[src/rtl/core/bdot_pkg.sv]
// Shared types, constants and codes for the B-dot coil controller.
`default_nettype none
package bdot_pkg;

   localparam int unsigned VecW     = 24;
   localparam int unsigned TimeW    = 48;
   localparam int unsigned CoilW    = 16;
   localparam int unsigned GainW    = 32;
   localparam int unsigned LimW     = 15;
   localparam int unsigned StaleW   = 32;
   localparam int unsigned MinW     = 23;
   // Product of gain and field delta magnitude.
   localparam int unsigned ProdW    = GainW + VecW + 1;
   // Divisor is the interval shifted up by 16.
   localparam int unsigned DenW     = TimeW + 16;
   localparam int unsigned AddrW    = 4;

   localparam logic [GainW-1:0]  GainReset  = 32'd65536;
   localparam logic [LimW-1:0]   LimitReset = 15'd32767;
   localparam logic [StaleW-1:0] StaleReset = 32'd1000000;
   localparam logic [MinW-1:0]   MinReset   = 23'd100;

   // Register byte addresses.
   localparam logic [AddrW-1:0] AddrGain  = 4'h0;
   localparam logic [AddrW-1:0] AddrLimit = 4'h4;
   localparam logic [AddrW-1:0] AddrStale = 4'h8;
   localparam logic [AddrW-1:0] AddrMin   = 4'hC;

   typedef enum logic [1:0] {
      OP_SAMPLE = 2'd0,
      OP_TICK   = 2'd1,
      OP_DIRECT = 2'd2,
      OP_ENABLE = 2'd3
   } op_type;

   typedef enum logic [3:0] {
      ST_STORED   = 4'd0,
      ST_OFF      = 4'd1,
      ST_NOFIELD  = 4'd2,
      ST_STALE    = 4'd3,
      ST_PRIMED   = 4'd4,
      ST_BADDT    = 4'd5,
      ST_WEAK     = 4'd6,
      ST_BDOT     = 4'd7,
      ST_DIRECT   = 4'd8,
      ST_DISABLED = 4'd9,
      ST_ENABLED  = 4'd10
   } status_type;

   typedef enum logic [2:0] {
      S_IDLE,
      S_DECIDE,
      S_MAG,
      S_START,
      S_DIV,
      S_CLIP,
      S_OUT
   } state_type;

   typedef struct packed {
      logic [1:0]              op;
      logic signed [VecW-1:0]  vec_x;
      logic signed [VecW-1:0]  vec_y;
      logic signed [VecW-1:0]  vec_z;
      logic [TimeW-1:0]        time_us;
      logic                    enable;
   } req_type;

   typedef struct packed {
      logic                    coil_valid;
      logic signed [CoilW-1:0] coil_x;
      logic signed [CoilW-1:0] coil_y;
      logic signed [CoilW-1:0] coil_z;
      logic [2:0]              sat_mask;
      logic [3:0]              status;
   } rsp_type;

   // Commands from the controller to the datapath.
   typedef struct packed {
      logic load;      // capture the incoming item
      logic decide;    // evaluate op and tick checks
      logic mag_step;  // accumulate one axis of squared magnitude
      logic div_start; // start division for current axis
      logic clip_axis; // clip quotient of current axis
      logic finish;    // update state and form result
   } cmd_type;

   // Status from the datapath to the controller.
   typedef struct packed {
      logic need_law;   // tick reaches the dipole law
      logic mag_done;
      logic div_done;
      logic last_axis;
      logic weak_field; // field magnitude below the threshold
      logic is_direct;  // item is a direct dipole command
   } sts_type;

endpackage
`default_nettype wire

[src/rtl/core/bdot_control.sv]
// Controller state machine sequencing the datapath for each item.
`default_nettype none
module bdot_control
   import bdot_pkg::*;
(
   input  wire logic    clock,
   input  wire logic    reset,
   input  wire logic    req_valid,
   output logic         req_ready,
   output logic         rsp_valid,
   input  wire logic    rsp_ready,
   input  wire sts_type sts,
   output cmd_type      cmd
);

   state_type state_ff, state_in;
   logic      out_v_ff, out_v_in;
   logic      clip_law_ff, clip_law_in;

   // Next state.
   always_comb begin
      state_in    = state_ff;
      clip_law_in = clip_law_ff;
      case (state_ff)
         S_IDLE:   if (req_valid) state_in = S_DECIDE;
         S_DECIDE: begin
            if (sts.is_direct) begin
               state_in    = S_CLIP;
               clip_law_in = 1'b0;
            end else state_in = S_MAG;
         end
         S_MAG: begin
            if (!sts.need_law) state_in = S_OUT;
            else if (sts.mag_done) state_in = S_START;
         end
         S_START: begin
            if (sts.weak_field) state_in = S_OUT;
            else state_in = S_DIV;
         end
         S_DIV: begin
            if (sts.div_done) begin
               state_in    = S_CLIP;
               clip_law_in = 1'b1;
            end
         end
         S_CLIP: begin
            if (sts.last_axis) state_in = S_OUT;
            else if (clip_law_ff) state_in = S_START;
         end
         S_OUT:    if (!out_v_ff || rsp_ready) state_in = S_IDLE;
         default:  state_in = S_IDLE;
      endcase
   end

   // Outputs.
   always_comb begin
      cmd           = '0;
      req_ready     = (state_ff == S_IDLE);
      cmd.load      = req_valid && (state_ff == S_IDLE);
      cmd.decide    = (state_ff == S_DECIDE);
      cmd.mag_step  = (state_ff == S_MAG) && sts.need_law;
      cmd.div_start = (state_ff == S_START) && !sts.weak_field;
      cmd.clip_axis = (state_ff == S_CLIP);
      cmd.finish    = (state_ff == S_OUT) && (!out_v_ff || rsp_ready);
      out_v_in      = cmd.finish ? 1'b1 : (out_v_ff && !rsp_ready);
   end

   always_ff @(posedge clock) begin
      if (reset) begin
         state_ff    <= S_IDLE;
         out_v_ff    <= 1'b0;
         clip_law_ff <= 1'b0;
      end else begin
         state_ff    <= state_in;
         out_v_ff    <= out_v_in;
         clip_law_ff <= clip_law_in;
      end
   end

   assign rsp_valid = out_v_ff;

endmodule
`default_nettype wire

[config.mk]
export PLATFORM = sky130hd
export DESIGN_NAME = bdot_control
export DESIGN_NICKNAME = d
export VERILOG_FILES = /design/src/rtl/core/bdot_pkg.sv /design/src/rtl/core/bdot_control.sv
export SDC_FILE = /design/constraint.sdc
export NUM_CORES = 1
export LEC_CHECK = 0
export BUFFER_PORTS_ARGS = -buffer_cell sky130_fd_sc_hd__buf_4
export CAP_MARGIN = 20
export CORE_AREA = 2 2 39 41
export CTS_CLUSTER_DIAMETER = 80
export DETAILED_ROUTE_END_ITERATION = 10
export DIE_AREA = 0 0 41 43
export PLACE_DENSITY = 0.61
export SYNTH_ARGS = -nofsm -noshare
export SYNTH_HDL_FRONTEND = slang
export SYNTH_SLANG_ARGS = --single-unit
[constraint.sdc]
create_clock -name clock -period 1.3 [get_ports clock]
set_clock_uncertainty 0.15 [all_clocks]
set_input_delay 0 -clock clock [delete_from_list [all_inputs] [get_ports clock]]
set_output_delay 0 -clock clock [all_outputs]
set_load 0.005 [all_outputs]
Word level (Yosys, flattened, before mapping):

Cells that the tools add are included.

* reductions and logical operators: 13
* muxes and demuxes: 14
* equal/unequal tests: 12

Operators by type and width (number)
* 3-bit 2-to-1 mux: 8
* 3-bit case mux with 7 select lines: 1
* 3-bit equality test, second input constant: 3
* 2-bit != test, second input constant: 4
* 3-bit by 2-bit equality test with 1-bit output, second input constant: 2
* 1-bit logical AND: 5
* 5-bit AND reduction: 1
* 3-bit by 1-bit equality test with 1-bit output, second input constant: 1
* 1-bit logical NOT: 3
* 3-bit logical NOT: 1
* 1-bit 2-to-1 mux: 3
* 3-bit by 2-bit != test with 1-bit output, second input constant: 1
* 3-bit != test, second input constant: 1
* 3-bit AND reduction: 1
* 2-bit 2-to-1 mux: 1
* 1-bit case mux with 2 select lines: 1
* 2-bit nonzero test: 1
* 1-bit logical OR: 1

* word-level logic and storage cells: 42
* register bits: 5

Logic depth before layout (Yosys ltp):

* depth in word-level cells: 4
* mapped depth: 5

Worst setup path before layout:

No wires, ideal clock.

* path type: register to register
* start: register state_ff[1]
* end: register state_ff[1]
* data arrival time: 1156 ps
* setup time: 122 ps
* required time: 1028 ps
* slack: -127 ps
* clock period less this slack: 1427 ps
* cell stages (with the launch flop): 5
* cell sequence: dfxtp_1 and3b_4 a22oi_4 nand2_2 o311a_1

RTL lines
* start: declaration: RTL line bdot_control.sv:16 `state_type state_ff, state_in;`
* start signal: assignment: RTL line bdot_control.sv:74 `state_ff <= state_in;`

Final worst setup path:

* start: register state_ff[1]
* end: register state_ff[1]

* word-level cells in the longest chain between the ends: 3
* elaborated cells between the ends (all ways): 14
* classes of those cells: eq/ne (11); mux (1); reduce/logical (2)

RTL lines
* 3-bit by 2-bit equality test with 1-bit output, or another cell as far along: RTL line bdot_control.sv:24 `case (state_ff)`
* 3-bit != test (no line), or another cell as far along
* 5-bit AND reduction (no line)

Parallel ways exist; a longest one is shown, timed or not.
A chain may end at the register's enable or synchronous reset.

==> impl_metrics.env <==
export IMPL_pre_cts_slack_ns=-0.1431
export IMPL_cp_cell_sequence="and3b_4, a22oi_4, nand2_2, o311a_1"
export IMPL_syn_inst=50
export IMPL_clock_sinks=5
export IMPL_slowest_stage="dfxtp_4"
export IMPL_vdd_drop_max_mv=0.8514
export IMPL_hp_start="rsp_ready"
export IMPL_ant_nets=0
export IMPL_slew_violations=0
export IMPL_p_per_area_nw_per_um2=1892
export IMPL_maxSlewHeadroom_pct=81.84
export IMPL_period_share_pct=110.6
export IMPL_clk_pin_slew_ns=0.05
export IMPL_area_growth_pct=70.03
export IMPL_max_freq_mhz=695.4
export IMPL_worstSetupEndpointType="register"
export IMPL_routed_wl_um=1113
export IMPL_hold_viol_final=2
export IMPL_cts_buffers=3
export IMPL_tightest_slew_ns=0.2648
export IMPL_fin_tns_setup_ns=-0.2947
export IMPL_drt_pass1_iter_count=4
export IMPL_ios=18
export IMPL_cts_max_level=1
export IMPL_drive_gt1_share_pct=48.72
export IMPL_syn_area_um2=396.6
export IMPL_n_antenna_cell=0
export IMPL_ys_warnings_count=0
export IMPL_path_max_fanout=5
export IMPL_synth_nets=60
export IMPL_cp_start_kind="register"
export IMPL_viasPerCell=5.181
export IMPL_syn_area_per_cell_um2=7.933
export IMPL_root_buffer="clkbuf_4"
export IMPL_period_needed_ns=1.438
export IMPL_num_vias=487
export IMPL_ys_ff_latch=5
export IMPL_fin_ws_ns=-0.1381
export IMPL_status="complete, but fails checks"
export IMPL_gp_congestion=0.8043
export IMPL_yosysSeqAreaShare_pct=25.24
export IMPL_grt_use_total_pct=15.16
export IMPL_port_buffers=17
export IMPL_clockBufferDepth=2
export IMPL_maxCapViolations=0
export IMPL_hp_class="input pin to register"
export IMPL_fin_area_um2=674.4
export IMPL_hold_buffers=2
export IMPL_die_w_um=41
export IMPL_grt_max_degree=12
export IMPL_avgRoutedWirePerCell_um=11.84
export IMPL_slowest_delay_ns=0.36
export IMPL_die_h_um=43
export IMPL_arrival_ns=1.42
export IMPL_drt_iter0_drc=8
export IMPL_synth_cell_types=26
export IMPL_critPathRequiredTime_ns=1.28
export IMPL_leakage_nw=0.3158
export IMPL_setup_violations_final=6
export IMPL_finalNetCount=89
export IMPL_core_region_area_um2=1384
export IMPL_dpl_cell_area_um2=575.6
export IMPL_grt_pass1_vias=444
export IMPL_overflow=0
export IMPL_r2r_start="state_ff[1]"
export IMPL_violations="negative hold slack, negative setup slack"
export IMPL_cts_tree="yes"
export IMPL_holdWs_ns=-0.08968
export IMPL_critical_path_startpoint="state_ff[1]"
export IMPL_drc_errors=0
export IMPL_dp_hpwl_um=758.8
export IMPL_grt_pass1_wl_um=1766
export IMPL_fillers=145
export IMPL_start_util_pct=28.66
export IMPL_clock_latency_ns=0.25
export IMPL_fp_row_count=14
export IMPL_rsz0062_at_grt="true"
export IMPL_grt_antenna_before_repair=0
export IMPL_dieArea_um2=1763
export IMPL_path_class="register to register"
==> metal layers <==
| metal | wire length, µm | vias to the layer above | track usage (%) |
|---|---|---|---|
| met5 | 0 | - | 0 |
| met3 | 79 | 5 | 3.141 |
| met1 | 480 | 222 | 16.72 |
| li1 | - | 237 | - |
| met2 | 510 | 23 | 22.50 |
| met4 | 42 | 0 | 14.00 |
==> Yosys cell counts <==
cell | n | share of area, %
a211oi_1 | 1 | 1.9
a21oi_1 | 6 | 7.6
a22oi_4 | 1 | 5.4
a311oi_1 | 1 | 2.2
and2_1 | 1 | 1.6
and3b_1 | 1 | 2.2
and3b_4 | 1 | 3.2
buf_2 | 3 | 3.8
dfxtp_1 | 5 | 25
inv_1 | 4 | 3.8
mux2i_1 | 1 | 2.5
nand2_2 | 1 | 1.6
nand2b_1 | 2 | 3.2
nand3_1 | 1 | 1.3
nand3b_1 | 1 | 1.9
nand4bb_1 | 1 | 2.8
nor2_1 | 4 | 3.8
nor2b_1 | 4 | 6.3
nor3_1 | 2 | 2.5
nor3b_1 | 2 | 3.8
nor4bb_1 | 1 | 2.5
o21ai_0 | 1 | 1.3
o21ai_1 | 2 | 2.5
o21ba_1 | 1 | 2.5
o22a_1 | 1 | 2.2
o311a_1 | 1 | 2.5
==> worst max-delay path: cells and delay by family, from the launching register on <==
kind / cells / cell delay (ns)
AOI/OAI and AO/OA: 2 / 0.51
DFF: 1 / 0.36
and+or+nand+nor: 2 / 0.30
==> area by class of cell <==
class | instances | area, µm² | area share, %
clock buffer | 4 | 26.28 | 3.896
tap | 16 | 20.02 | 2.968
timing repair buffer | 27 | 215.2 | 31.91
sequential | 5 | 106.4 | 15.77
multi-input combinational | 38 | 291.5 | 43.23
inverter | 4 | 15.01 | 2.226
==> metrics by stage <==
stage / utilization [%] / total power, W / cells
6_report: 48.73 / 0.001276 / 94
5_1_grt: 48.73 / 0.001373 / 94
4_1_cts: 47.65 / 0.001231 / 94
3_3_place_gp: 41.59 / 0.0009287 / 86
3_5_place_dp: 41.59 / 0.0009313 / 86
2_1_floorplan: - / 0.0006711 / 50
==> registers in the layout, indices dropped and copies added (netlist names) <==
register and cells:
state_ff 3, rsp_valid 1, clip_law_ff 1
==> power by group <==
part	leakage (nW)	switching [W]	internal, W	total [W]
clock network	0.0150	0.0000729	0.000117	0.000190
registers	0.0423	0.0000648	0.000219	0.000284
logic	0.258	0.000353	0.000450	0.000803
==> cell families (layout without fill, tap and decap cells) <==
logic type	Yosys count	in the layout	synth area share (%)
simple gates	22	22	36.59
flops	5	5	25.24
compound gates	15	15	28.08
buf+inv	7	35	7.569
mux	1	1	2.524
==> worst paths after layout <==
path	slack [ns]	cells past startpoint	endpoint
setup / recovery	-0.14	4	state_ff[1]
hold / removal	-0.09	3	rsp_valid
setup reg to reg	-0.14	4	state_ff[1]
hold reg to reg	0.34	2	clip_law_ff
==> placed cells by master, fill, tap and decap left out, drive strengths merged, types with 2 or more instances in the layout <==
| cell type | count |
|---|---|
| inv | 4 |
| nor2 | 4 |
| nor3 | 2 |
| nor2b | 4 |
| buf | 25 |
| nand2b | 2 |
| o21ai | 3 |
| dfxtp | 5 |
| and3b | 2 |
| clkbuf | 4 |
| a21oi | 6 |
| nor3b | 2 |
| dlygate4sd3 | 2 |
==> timing repair <==
action,4_1_cts,5_1_grt
endpoints found under the hold margin,5,2
pin swaps,3,3
endpoints found under the setup margin,9,8
setup buffers,2,0
resized for setup,6,4
Power figures use the tool's default switching activity.
